[src/rtl/crt_pkg.sv]
// Shared types and constants of the chunk reassembly tracker.
// No dependencies; every other file uses it through scoped names.
package crt_pkg;

  localparam int MAX_CHUNKS  = 2048;
  localparam int MAX_MISSING = 63;
  localparam int IDX_W       = $clog2(MAX_CHUNKS);
  localparam int MIDX_W      = 11;
  localparam int MCNT_W      = 6;
  localparam int MISS_CAP    = (MAX_MISSING < 63) ? MAX_MISSING : 63;
  localparam int CFG_IDX_W   = 2;
  localparam int CFG_DATA_W  = 32;

  localparam logic [15:0] EMERG_TOTAL =
    (MAX_CHUNKS > 65535) ? 16'hFFFF : 16'(MAX_CHUNKS);
  localparam logic [IDX_W-1:0] LAST_IDX = IDX_W'(MAX_CHUNKS - 1);
  localparam logic [7:0]  CHUNK_BYTES_RST = 8'd200;
  localparam logic [31:0] TIMEOUT_RST     = 32'd60000;
  localparam logic [7:0]  SIZE_INFO_LEN   = 8'd6;

  typedef enum logic [1:0] {
    FUNC_START = 2'd0,
    FUNC_CHUNK = 2'd1,
    FUNC_END   = 2'd2,
    FUNC_TICK  = 2'd3
  } func_t;

  typedef enum logic [2:0] {
    KIND_STORE    = 3'd0,
    KIND_DUP      = 3'd1,
    KIND_REJECTED = 3'd2,
    KIND_MISSING  = 3'd3,
    KIND_NACK     = 3'd4,
    KIND_ACK      = 3'd5,
    KIND_TIMEOUT  = 3'd6,
    KIND_STARTED  = 3'd7
  } kind_t;

  typedef enum logic [CFG_IDX_W-1:0] {
    REG_CHUNK_BYTES     = 2'd0,
    REG_SESSION_TIMEOUT = 2'd1
  } cfg_reg_t;

  // Idle timer controls from the sequencer.
  typedef struct packed {
    logic clr;
    logic tick;
  } tmr_ctl_t;

endpackage

[src/rtl/crt_bitmap_ram.sv]
// Received-chunk bitmap: one bit per chunk index, synchronous read.
// Depends on crt_pkg for the depth and address width.
module crt_bitmap_ram (
  input  logic                      clk,
  input  logic                      wr_en,
  input  logic [crt_pkg::IDX_W-1:0] wr_addr,
  input  logic                      wr_data,
  input  logic                      rd_en,
  input  logic [crt_pkg::IDX_W-1:0] rd_addr,
  output logic                      rd_data
);

  logic mem [crt_pkg::MAX_CHUNKS];
  logic rd_data_r;

  always_ff @(posedge clk) begin
    if (wr_en) begin
      mem[wr_addr] <= wr_data;
    end
    if (rd_en) begin
      rd_data_r <= mem[rd_addr];
    end
  end

  assign rd_data = rd_data_r;

endmodule

[src/rtl/crt_idle_timer.sv]
// Saturating millisecond idle counter with timeout compare.
// Depends on crt_pkg for the control struct.
module crt_idle_timer (
  input  logic              clk,
  input  logic              rst_n,
  input  crt_pkg::tmr_ctl_t ctl,
  input  logic [31:0]       timeout,
  output logic              expire
);

  logic [31:0] idle_r;
  logic [31:0] idle_inc;

  // hold at all ones
  assign idle_inc = (idle_r == 32'hFFFF_FFFF) ? idle_r : idle_r + 32'd1;
  assign expire   = idle_inc > timeout;

  always_ff @(posedge clk) begin
    if (!rst_n) begin
      idle_r <= 32'd0;
    end else if (ctl.clr) begin
      idle_r <= 32'd0;
    end else if (ctl.tick) begin
      idle_r <= idle_inc;
    end
  end

endmodule

[src/rtl/chunk_reassembly_tracker.sv]
// Sequence: start gives its result, then clears the whole bitmap; chunk reads the
//   bitmap, then judges the word (after a bitmap clear when it opens a session); end
//   outside a session and tick are handled from idle; end in a session reads indexes
//   1 to min(total, 2047), one per cycle; the 63rd missing index stops the scan.
// Throughput: one word at a time; busy holds until the last result or clear is done.
// Reset: the whole bitmap is cleared with busy high; no receiver stall.
module chunk_reassembly_tracker (
  input  logic                           clk,
  input  logic                           rst_n,
  // command side
  input  logic                           start,
  output logic                           busy,
  input  logic [1:0]                     in_func,
  input  logic [7:0]                     in_src_node,
  input  logic [15:0]                    in_seq,
  input  logic [7:0]                     in_payload_len,
  input  logic [15:0]                    in_total_in,
  // results
  output logic                           out_valid,
  output logic [2:0]                     out_kind,
  output logic [7:0]                     out_dest_node,
  output logic [15:0]                    out_reply_seq,
  output logic [31:0]                    out_store_offset,
  output logic [7:0]                     out_store_len,
  output logic [10:0]                    out_missing_index,
  output logic [5:0]                     out_missing_count,
  output logic                           out_emergency,
  output logic                           out_last,
  // configuration
  input  logic                           cfg_valid,
  output logic                           cfg_ready,
  input  logic [crt_pkg::CFG_IDX_W-1:0]  cfg_index,
  input  logic [crt_pkg::CFG_DATA_W-1:0] cfg_data
);

  localparam int IW = crt_pkg::IDX_W;

  typedef enum logic [5:0] {
    S_CLEAR  = 6'b000001,
    S_IDLE   = 6'b000010,
    S_CHK_RD = 6'b000100,
    S_CHK_DO = 6'b001000,
    S_SCAN   = 6'b010000,
    S_FINAL  = 6'b100000
  } state_t;

  state_t state_r, state_nxt;

  // configuration registers
  logic [7:0]  chunk_bytes_r;
  logic [31:0] timeout_r;

  // session control
  logic          session_open_r, session_open_nxt;
  logic [15:0]   total_r, total_nxt;
  logic [15:0]   tx_seq_r, tx_seq_nxt;
  logic          emg_r, emg_nxt;
  logic          resume_chk_r, resume_chk_nxt;
  logic [IW-1:0] clr_addr_r, clr_addr_nxt;

  // scan control
  logic [IW-1:0] hi_r, hi_nxt;
  logic [IW:0]   scan_i_r, scan_i_nxt;
  logic [5:0]    cnt_r, cnt_nxt;
  logic          rd_vld_r, rd_vld_nxt;
  logic [IW-1:0] rd_idx_r, rd_idx_nxt;

  // latched command word
  logic [7:0]     src_r;
  logic [15:0]    seq_r;
  logic [7:0]     plen_r;
  logic [23:0]    prod_r;

  // bitmap port
  logic          ram_we, ram_wdata, ram_re, ram_rdata;
  logic [IW-1:0] ram_waddr, ram_raddr;

  // idle timer
  crt_pkg::tmr_ctl_t tmr_ctl;
  logic              tmr_expire;

  // result being formed this cycle
  logic           em_vld, em_emg, em_last;
  crt_pkg::kind_t em_kind;
  logic [7:0]     em_dest, em_len;
  logic [15:0]    em_rseq;
  logic [31:0]    em_off;
  logic [10:0]    em_midx;
  logic [5:0]     em_mcnt;

  // output registers
  logic           out_valid_r, out_emg_r, out_last_r;
  crt_pkg::kind_t out_kind_r;
  logic [7:0]     out_dest_r, out_len_r;
  logic [15:0]    out_rseq_r;
  logic [31:0]    out_off_r;
  logic [10:0]    out_midx_r;
  logic [5:0]     out_mcnt_r;

  logic          accept;
  logic          seq_in_map;
  logic          end_total_ok;
  logic [15:0]   end_total;
  logic          issue;
  logic          hit;
  logic [IW-1:0] seq_idx;

  assign busy      = (state_r != S_IDLE);
  assign accept    = start && !busy;
  assign cfg_ready = 1'b1;

  assign seq_idx    = seq_r[IW-1:0];
  assign seq_in_map = {1'b0, seq_r} < 17'(crt_pkg::MAX_CHUNKS);

  // an end word carrying a usable total replaces the expected count
  assign end_total_ok = (in_payload_len >= crt_pkg::SIZE_INFO_LEN) && (in_total_in != 16'd0)
                        && ({1'b0, in_total_in} < 17'(crt_pkg::MAX_CHUNKS));
  assign end_total    = end_total_ok ? in_total_in : total_r;

  assign issue = (scan_i_r <= {1'b0, hi_r});
  assign hit   = rd_vld_r && !ram_rdata && (cnt_r < 6'(crt_pkg::MISS_CAP));

  crt_bitmap_ram u_map (
    .clk     (clk),
    .wr_en   (ram_we),
    .wr_addr (ram_waddr),
    .wr_data (ram_wdata),
    .rd_en   (ram_re),
    .rd_addr (ram_raddr),
    .rd_data (ram_rdata)
  );

  crt_idle_timer u_tmr (
    .clk     (clk),
    .rst_n   (rst_n),
    .ctl     (tmr_ctl),
    .timeout (timeout_r),
    .expire  (tmr_expire)
  );

  // configuration writes; indexes beyond the list are dropped
  always_ff @(posedge clk) begin
    if (!rst_n) begin
      chunk_bytes_r <= crt_pkg::CHUNK_BYTES_RST;
      timeout_r     <= crt_pkg::TIMEOUT_RST;
    end else if (cfg_valid && cfg_ready) begin
      case (cfg_index)
        crt_pkg::REG_CHUNK_BYTES:     chunk_bytes_r <= cfg_data[7:0];
        crt_pkg::REG_SESSION_TIMEOUT: timeout_r     <= cfg_data[31:0];
        default: ;
      endcase
    end
  end

  // Sequencer. Each command word is handled to completion before the next
  // one is taken, so a bitmap write never overlaps a read of the same entry.
  always_comb begin
    state_nxt        = state_r;
    session_open_nxt = session_open_r;
    total_nxt        = total_r;
    tx_seq_nxt       = tx_seq_r;
    emg_nxt          = emg_r;
    resume_chk_nxt   = resume_chk_r;
    clr_addr_nxt     = clr_addr_r;
    hi_nxt           = hi_r;
    scan_i_nxt       = scan_i_r;
    cnt_nxt          = cnt_r;
    rd_vld_nxt       = 1'b0;
    rd_idx_nxt       = scan_i_r[IW-1:0];

    ram_we    = 1'b0;
    ram_waddr = clr_addr_r;
    ram_wdata = 1'b0;
    ram_re    = 1'b0;
    ram_raddr = seq_idx;

    tmr_ctl = '0;

    em_vld  = 1'b0;
    em_kind = crt_pkg::KIND_STORE;
    em_dest = 8'd0;
    em_rseq = 16'd0;
    em_off  = 32'd0;
    em_len  = 8'd0;
    em_midx = 11'd0;
    em_mcnt = 6'd0;
    em_emg  = 1'b0;
    em_last = 1'b0;

    case (state_r)
      S_CLEAR: begin
        // sweep the bitmap one entry per cycle
        ram_we       = 1'b1;
        ram_waddr    = clr_addr_r;
        ram_wdata    = 1'b0;
        clr_addr_nxt = clr_addr_r + IW'(1);
        if (clr_addr_r == crt_pkg::LAST_IDX) begin
          state_nxt      = resume_chk_r ? S_CHK_RD : S_IDLE;
          resume_chk_nxt = 1'b0;
        end
      end

      S_IDLE: begin
        if (accept) begin
          case (in_func)
            crt_pkg::FUNC_START: begin
              tmr_ctl.clr      = 1'b1;
              session_open_nxt = 1'b1;
              total_nxt        = (in_payload_len >= crt_pkg::SIZE_INFO_LEN) ?
                                 in_total_in : 16'd0;
              clr_addr_nxt     = '0;
              resume_chk_nxt   = 1'b0;
              state_nxt        = S_CLEAR;
              em_vld           = 1'b1;
              em_kind          = crt_pkg::KIND_STARTED;
              em_last          = 1'b1;
            end
            crt_pkg::FUNC_CHUNK: begin
              tmr_ctl.clr = 1'b1;
              if (!session_open_r) begin
                // open an emergency session, clear, then handle the chunk
                session_open_nxt = 1'b1;
                total_nxt        = crt_pkg::EMERG_TOTAL;
                emg_nxt          = 1'b1;
                clr_addr_nxt     = '0;
                resume_chk_nxt   = 1'b1;
                state_nxt        = S_CLEAR;
              end else begin
                emg_nxt   = 1'b0;
                state_nxt = S_CHK_RD;
              end
            end
            crt_pkg::FUNC_END: begin
              tmr_ctl.clr = 1'b1;
              if (!session_open_r) begin
                em_vld     = 1'b1;
                em_kind    = crt_pkg::KIND_ACK;
                em_dest    = in_src_node;
                em_rseq    = tx_seq_r;
                em_last    = 1'b1;
                tx_seq_nxt = tx_seq_r + 16'd1;
              end else begin
                total_nxt  = end_total;
                hi_nxt     = ({1'b0, end_total} > 17'(crt_pkg::MAX_CHUNKS - 1)) ?
                             crt_pkg::LAST_IDX : end_total[IW-1:0];
                scan_i_nxt = (IW+1)'(1);
                cnt_nxt    = 6'd0;
                state_nxt  = S_SCAN;
              end
            end
            crt_pkg::FUNC_TICK: begin
              if (session_open_r) begin
                tmr_ctl.tick = 1'b1;
                if (tmr_expire) begin
                  session_open_nxt = 1'b0;
                  em_vld           = 1'b1;
                  em_kind          = crt_pkg::KIND_TIMEOUT;
                  em_last          = 1'b1;
                end
              end
            end
            default: ;
          endcase
        end
      end

      S_CHK_RD: begin
        ram_re    = 1'b1;
        ram_raddr = seq_idx;
        state_nxt = S_CHK_DO;
      end

      S_CHK_DO: begin
        em_vld  = 1'b1;
        em_emg  = emg_r;
        em_last = 1'b1;
        if ((seq_r == 16'd0) || (plen_r == 8'd0)) begin
          em_kind = crt_pkg::KIND_REJECTED;
        end else if (seq_in_map && ram_rdata) begin
          em_kind = crt_pkg::KIND_DUP;
        end else begin
          em_kind = crt_pkg::KIND_STORE;
          em_off  = {8'd0, prod_r};
          em_len  = plen_r;
          if (seq_in_map) begin
            ram_we    = 1'b1;
            ram_waddr = seq_idx;
            ram_wdata = 1'b1;
          end
        end
        state_nxt = S_IDLE;
      end

      S_SCAN: begin
        // issue one read per cycle, judge the word that came back
        if (issue) begin
          ram_re     = 1'b1;
          ram_raddr  = scan_i_r[IW-1:0];
          scan_i_nxt = scan_i_r + (IW+1)'(1);
          rd_vld_nxt = 1'b1;
        end
        if (hit) begin
          em_vld  = 1'b1;
          em_kind = crt_pkg::KIND_MISSING;
          em_midx = 11'(rd_idx_r);
          cnt_nxt = cnt_r + 6'd1;
        end
        if ((hit && (cnt_r + 6'd1 == 6'(crt_pkg::MISS_CAP))) || (!issue && !rd_vld_r)) begin
          state_nxt = S_FINAL;
        end
      end

      S_FINAL: begin
        em_vld     = 1'b1;
        em_dest    = src_r;
        em_rseq    = tx_seq_r;
        em_last    = 1'b1;
        tx_seq_nxt = tx_seq_r + 16'd1;
        if (cnt_r != 6'd0) begin
          em_kind = crt_pkg::KIND_NACK;
          em_mcnt = cnt_r;
        end else begin
          em_kind          = crt_pkg::KIND_ACK;
          session_open_nxt = 1'b0;
        end
        state_nxt = S_IDLE;
      end

      default: begin
        state_nxt = S_IDLE;
      end
    endcase
  end

  // control state
  always_ff @(posedge clk) begin
    if (!rst_n) begin
      state_r        <= S_CLEAR;
      session_open_r <= 1'b0;
      total_r        <= 16'd0;
      tx_seq_r       <= 16'd0;
      emg_r          <= 1'b0;
      resume_chk_r   <= 1'b0;
      clr_addr_r     <= '0;
      hi_r           <= '0;
      scan_i_r       <= '0;
      cnt_r          <= 6'd0;
      rd_vld_r       <= 1'b0;
      out_valid_r    <= 1'b0;
    end else begin
      state_r        <= state_nxt;
      session_open_r <= session_open_nxt;
      total_r        <= total_nxt;
      tx_seq_r       <= tx_seq_nxt;
      emg_r          <= emg_nxt;
      resume_chk_r   <= resume_chk_nxt;
      clr_addr_r     <= clr_addr_nxt;
      hi_r           <= hi_nxt;
      scan_i_r       <= scan_i_nxt;
      cnt_r          <= cnt_nxt;
      rd_vld_r       <= rd_vld_nxt;
      out_valid_r    <= em_vld;
    end
  end

  // payload: latch the command word, form the store offset, hold the result
  always_ff @(posedge clk) begin
    if (accept) begin
      src_r  <= in_src_node;
      seq_r  <= in_seq;
      plen_r <= in_payload_len;
    end
    if (state_r == S_CHK_RD) begin
      prod_r <= (seq_r - 16'd1) * chunk_bytes_r;
    end
    rd_idx_r   <= rd_idx_nxt;
    out_kind_r <= em_kind;
    out_dest_r <= em_dest;
    out_rseq_r <= em_rseq;
    out_off_r  <= em_off;
    out_len_r  <= em_len;
    out_midx_r <= em_midx;
    out_mcnt_r <= em_mcnt;
    out_emg_r  <= em_emg;
    out_last_r <= em_last;
  end

  assign out_valid         = out_valid_r;
  assign out_kind          = out_kind_r;
  assign out_dest_node     = out_dest_r;
  assign out_reply_seq     = out_rseq_r;
  assign out_store_offset  = out_off_r;
  assign out_store_len     = out_len_r;
  assign out_missing_index = out_midx_r;
  assign out_missing_count = out_mcnt_r;
  assign out_emergency     = out_emg_r;
  assign out_last          = out_last_r;

endmodule

[config.mk]
export PLATFORM = sky130hd
export DESIGN_NAME = chunk_reassembly_tracker
export DESIGN_NICKNAME = d
export VERILOG_FILES = /design/src/rtl/crt_pkg.sv /design/src/rtl/crt_bitmap_ram.sv /design/src/rtl/crt_idle_timer.sv /design/src/rtl/chunk_reassembly_tracker.sv
export SDC_FILE = /design/constraint.sdc
export NUM_CORES = 2
export LEC_CHECK = 0
export ABC_AREA = 0
export ABC_CLOCK_PERIOD_IN_PS = 100300
export BUFFER_PORTS_ARGS = -buffer_cell sky130_fd_sc_hd__buf_2
export CORE_ASPECT_RATIO = 2
export CORE_MARGIN = 3
export CORE_UTILIZATION = 25
export CTS_CLUSTER_SIZE = 10
export DETAILED_ROUTE_END_ITERATION = 10
export HOLD_SLACK_MARGIN = 0.12
export RECOVER_POWER = 100
export SKIP_CTS_REPAIR_TIMING = 1
export SYNTH_ARGS = -nofsm -noshare
export SYNTH_HDL_FRONTEND = slang
export SYNTH_SLANG_ARGS = --single-unit
[constraint.sdc]
create_clock -name clk -period 100.3 [get_ports clk]
set_input_delay 15.045 -clock clk [delete_from_list [all_inputs] [get_ports clk]]
set_output_delay 15.045 -clock clk [all_outputs]
set_load 0.01 [all_outputs]
Word level (Yosys, flattened, before mapping)
Memory sizes are Yosys's and may differ from the RTL's. A register that Yosys moved wholly into a read port is not among the register bits.
Index checks and enable logic that the tools add are counted.
- add/sub/neg operators: 6
- multiply operators: 1
- $lt $le $gt $ge: 7
- equal/unequal tests: 30
- muxes and demuxes: 90
- bitwise operators: 2
- reductions and logical operators: 45
- operator list (cell ; count):
    $mux W16 ; 10
    $mux W11 ; 9
    $pmux W16 S2 ; 2
    $mux W12 ; 4
    $mux W6 ; 8
    $pmux W16 S3 ; 1
    $pmux W11 S2 ; 2
    $add A32 B1 Y32 const B ; 1
    $eq A32 B32 Y1 const B ; 1
    $gt A32 B32 Y1 ; 1
    $lt A16 B12 Y1 const B ; 2
    $mux W32 ; 1
    $reduce_and A5 Y1 ; 5
    $mul A17 B9 Y24 ; 1
    $mux W1 ; 24
    $mux W8 ; 3
    $pmux W12 S2 ; 1
    $pmux W6 S4 ; 1
    $ne A2 B2 Y1 const B ; 10
    $mux W3 ; 6
    $pmux W6 S3 ; 1
    $sub A16 B1 Y17 const B ; 1
    $add A16 B1 Y16 const B ; 1
    $gt A16 B11 Y1 const B ; 1
    other kinds (43) ; 84
- register bits: 308
- memory bits (writable): 2048
- input bits: 88
- output and inout bits: 89
- logic and storage cells: 212
- memories kept: 1
- memories (memory ; depth ; bits a word ; rd ports ; clocked after memory_dff ; write ports ; RTL line ; RTL):
    u_map.mem ; 2048 ; 1 ; 1 ; 1 ; 1 ; crt_bitmap_ram.sv:13 ; logic mem [crt_pkg::MAX_CHUNKS];

Logic depth before layout (Yosys ltp)
- depth in word-level cells: 8
- depth in mapped cells: 31
- gate-level depth less buffers: 30

Cells and area by module
From an unflattened synthesis, not the netlist that was laid out.
- cell total of the unflattened synthesis: 8220
- area, all modules: 107438.0 um2
- modules (own cells, without submodules) (module ; times used ; cells an instance ; area each (um2) ; sequential area each (um2)):
    crt_bitmap_ram ; 1 ; 6243 ; 89355.7 ; 61529.0
    chunk_reassembly_tracker ; 1 ; 1574 ; 14969.4 ; 5925.7
    crt_idle_timer ; 1 ; 403 ; 3113.0 ; 640.6

Least setup slack after synthesis
Ideal clock, no wire load.
- path type: reg-to-reg
- start: reg seq_r[1]
- end: mem u_map.mem[0] (data pin)
- arrival time: 32.634 ns
- slack: 60.959 ns
- cell stages (with the launch flop): 12
- path buffers: 4
- clock period less this slack: 39.341 ns
- path through: edfxtp_1 > clkbuf_1 > inv_1 > ha_1 > nand2_1 > nor3_4 > nand3b_1 > or3_1 > buf_2 > inv_2 > buf_2 > buf_1
- cells in the longest elaborated chain, start to end: 5
- elaborated cells between the ends (all ways): 8
- classes of those cells: order compare: 1; mux: 4; reduce/logical: 3
- ends and longest elaborated chain (item ; RTL line ; RTL):
    start: declaration ; chunk_reassembly_tracker.sv:70 ; logic [15:0] seq_r;
    start signal: assignment ; chunk_reassembly_tracker.sv:370 ; seq_r <= in_seq;
    $lt A16 B12 Y1 ; chunk_reassembly_tracker.sv:113 ; assign seq_in_map = {1'b0, seq_r} < 17'(crt_pkg::MAX_CHUNKS);
    $mux W1 / $logic_and A1 B1 Y1 (equally long branches) ; chunk_reassembly_tracker.sv:285, chunk_reassembly_tracker.sv:279 ;
    $mux W1 ; chunk_reassembly_tracker.sv:279 ; end else if (seq_in_map && ram_rdata) begin
    $mux W1 (*) ; chunk_reassembly_tracker.sv:277 ; if ((seq_r == 16'd0) || (plen_r == 8'd0)) begin
    $mux W1 (*) ; chunk_reassembly_tracker.sv:190 ; case (state_r)
    via ram_wdata ; chunk_reassembly_tracker.sv:75 ; logic ram_we, ram_wdata, ram_re, ram_rdata;
    end: declaration ; crt_bitmap_ram.sv:13 ;
Mark *: on every way through the listed nets, which the timed path passes. The rest lies on a longest branch.

Final worst setup path
- start: reg seq_r[6]
- end: mem u_map.mem[1450] (data pin)
- cells in the longest elaborated chain, start to end: 5
- elaborated cells between the ends (all ways): 8
- classes of those cells: order compare: 1; mux: 4; reduce/logical: 3
- ends and longest elaborated chain (item ; RTL line):
    $lt A16 B12 Y1 ; chunk_reassembly_tracker.sv:113
    $mux W1 / $logic_and A1 B1 Y1 (equally long branches) ; chunk_reassembly_tracker.sv:285, chunk_reassembly_tracker.sv:279
    $mux W1 ; chunk_reassembly_tracker.sv:279
    $mux W1 (*) ; chunk_reassembly_tracker.sv:277
    $mux W1 (*) ; chunk_reassembly_tracker.sv:190
Mark *: on every way between the ends. The rest lies on a longest branch, timed or not.

==> flow_metrics.tcl <==
set metrics [dict create \
    status "finished with violations" \
    violations "capacitance limit, slew limit" \
    crit_fanout 277 \
    cap_violations 94 \
    fin_nets 9901 \
    p_leak_nw 37.2 \
    synthArstFlopShare_pct 0 \
    port_buffers 167 \
    start_util_pct 25.1 \
    critPathMaxStageDelay_ns 7.19 \
    final_antenna_net_count 0 \
    cts-buffers-inserted 277 \
    period_needed_ns 26.43 \
    cts_tree "built" \
    cp.required_ns 99.58 \
    routed.top_layer "met4" \
    crit_type "reg -> reg" \
    antenna_found_initial 5 \
    dieHeight_um 929 \
    clk_latency_ns 0.88 \
    synth_flop_cell "edfxtp_1" \
    h-tree-depth 5 \
    place_congestion 0.844 \
    ff_latch_area_um2 68100 \
    drt_iter0_markers 8008 \
    wl_per_cell_um 23.0 \
    ys_seq_area_share_pct 63.9 \
    rsz0062_at_grt "no" \
    clock_path_buffers 4 \
    max_clock_freq_mhz 37.8 \
    grt_pass1_vias 74700 \
    die_width_um 468 \
    syn_area_um2 107000 \
    drv_slew 4560 \
    cts.sinks 2349 \
    netlist_instances 9774 \
    setup_tns_ns 0 \
    drive_gt1_share_pct 5.29 \
    first_pass_iters 6 \
    fillers 43900 \
    clk_pin_slew_ns 0.05 \
    multiInputGateArea_um2 34300 \
    crit_path_start_kind "flop" \
    route.detailed.drc 0 \
    avgSynthCellArea_um2 10.9 \
    wl_met1_um 117000 \
    synth_cell_type_count 79 \
    grt_pass1_wl_um 504000 \
    layout_common_cells "nor2_1, edfxtp_1, nand2_1" \
    num_rows 338 \
    areaGrowthSynthToFinish_pct 12.1 \
    cp_cell_sequence "clkbuf_1 > nor2_1 > nand2_1 > or4_1 > nor3_1 > nand3b_1 > or3_1 > clkbuf_1 > clkinvlp_2 > clkbuf_1 > clkbuf_1 > clkbuf_1" \
    die_area_um2 435000 \
    cts-root-buf "clkbuf_16" \
    hpwl_um 194000 \
    min_period_over_period_pct 26.4 \
    cp_common_cell "clkbuf_1" \
    synth_edf_count 2105 \
    grt_max_degree 301 \
    powerDensity_nw_per_um2 16.8 \
    finalHoldViolations 0 \
    coreArea_um2 424000 \
    via_per_inst 4.97 \
    power_mw 2.01 \
    fin_worst_skew_ns 0.0830 \
    worstSetupEndpointType "flop" \
    setup_viol 0 \
    peakVddDrop_mv 0.0115 \
    relSlewSlack_pct -644 \
    wl_met3_um 24400 \
    min_path_type "reg -> reg" \
    vias 75900 \
    yosys_warnings 0 \
    grt-ovfl-total 0 \
    track_usage_pct 15.5 \
    cp.arrival_ns 25.72 \
    wl_um 352000 \
    ys_ff_latch 2349 \
    max_slew.worst_pin.slew_ns 11.16 \
    num_io_pins 177 \
    slowest_stage "clkbuf_1" \
    met2WireLength_um 183000 \
    final_common_cell "nor2_1" \
]
registers in the layout, summed over array words and instances (netlist names), 12 cells and up:
register / cells
out_reply_seq: 16
out_store_offset: 24
prod_r: 24
scan_i_r: 12
seq_r: 16
timeout_r: 32
total_r: 16
tx_seq_r: 16
u_map.mem: 2048
u_tmr.idle_r: 32
power breakdown:
part / total [mW] / leakage (nW) / internal (mW) / switching [mW]
Sequential: 1.06 / 17.7 / 1.05 / 0.00190
Clock: 0.894 / 3.62 / 0.504 / 0.390
Combinational: 0.0645 / 15.9 / 0.0173 / 0.0471
Total: 2.01 / 37.2 / 1.57 / 0.439
worst max-delay path: cells and delay by family, from the launching register on:
family	cells	cell delay, ns
simple gates	6	2.22
flops	1	0.34
buf+inv	6	21.60
worst paths after layout:
| path | startpoint | to | slack [ns] | cells after the start |
|---|---|---|---|---|
| setup reg to reg | seq_r[6] | u_map.mem[1450] | 73.87 | 12 |
| hold reg to reg | rd_idx_r[10] | out_missing_index[10] | 0.42 | 1 |
| hold / removal | rd_idx_r[10] | out_missing_index[10] | 0.42 | 1 |
| setup / recovery | seq_r[6] | u_map.mem[1450] | 73.87 | 12 |
synthesized netlist by cell type, types with 13 or more instances:
cell / number / area [um2]
dfxtp_1: 244 / 4880
buf_4: 58 / 435
nand4_1: 45 / 282
buf_1: 72 / 270
mux2i_1: 455 / 4550
nor4_1: 273 / 1710
or3_1: 18 / 113
nor2_1: 2207 / 8280
o21ai_0: 115 / 576
xnor2_1: 59 / 517
and3_1: 26 / 163
o31ai_1: 13 / 97.6
nand2_1: 1550 / 5820
nor2b_1: 25 / 156
fa_1: 103 / 2060
o22ai_1: 192 / 1200
and2_1: 129 / 807
edfxtp_1: 2105 / 63200
clkbuf_1: 485 / 1820
nand2b_1: 16 / 100
nand3_1: 68 / 340
buf_6: 30 / 338
a31oi_1: 18 / 113
a21o_1: 19 / 143
buf_2: 153 / 766
a21oi_1: 690 / 3450
ha_1: 104 / 1300
nor3_1: 53 / 265
nor3b_1: 14 / 105
a22oi_1: 18 / 135
a221oi_1: 13 / 114
inv_1: 211 / 792
xor2_1: 62 / 543
cells by family (layout without fill, tap and decap cells):
| logic type | count (synthesis) | count (layout) | share of synthesized area [%] |
|---|---|---|---|
| compound gates | 1157 | 1157 | 6.13 |
| fa+ha+maj | 207 | 207 | 3.16 |
| simple gates | 4468 | 4468 | 17.3 |
| buf+inv | 1012 | 897 | 4.16 |
| mux | 458 | 458 | 4.33 |
| other cells | 2 | 18 | 0.00705 |
| flops | 2349 | 2349 | 63.9 |
| xor+xnor | 121 | 121 | 0.994 |
layer usage:
| metal | track usage [%] | up-vias |
|---|---|---|
| li1 | - | 33200 |
| met1 | 15.9 | 38300 |
| met2 | 29.0 | 3419 |
| met3 | 1.99 | 1024 |
| met4 | 10.7 | 0 |
| met5 | 0 | - |
layout make-up:
| type | instances | area share, % |
|---|---|---|
| clock buffers | 323 | 6.03 |
| clock inverters | 16 | 0.176 |
| multi-input cells | 6420 | 28.7 |
| well taps | 5610 | 5.87 |
| flip-flops and latches | 2349 | 57.0 |
| inverters | 214 | 0.673 |
| repair buffers | 344 | 1.58 |
| diodes | 9 | 0.0188 |
metrics by stage:
stage | setup WS [ns] | hold slack (ns) | utilization (%) | area, um2 | instances
after floorplan | 60.96 | 0.353 | - | 107000 | 9781
after global placement | 82.00 | 0.426 | 26.6 | 113000 | 14900
after detailed placement | 82.01 | 0.410 | 26.6 | 113000 | 14900
after CTS | 82.72 | 0.422 | 28.3 | 120000 | 15300
after global routing | 72.27 | 0.447 | 28.2 | 119000 | 15300
final | 73.87 | 0.422 | 28.2 | 120000 | 15300
No activity file was read; power rests on OpenSTA's default activity.
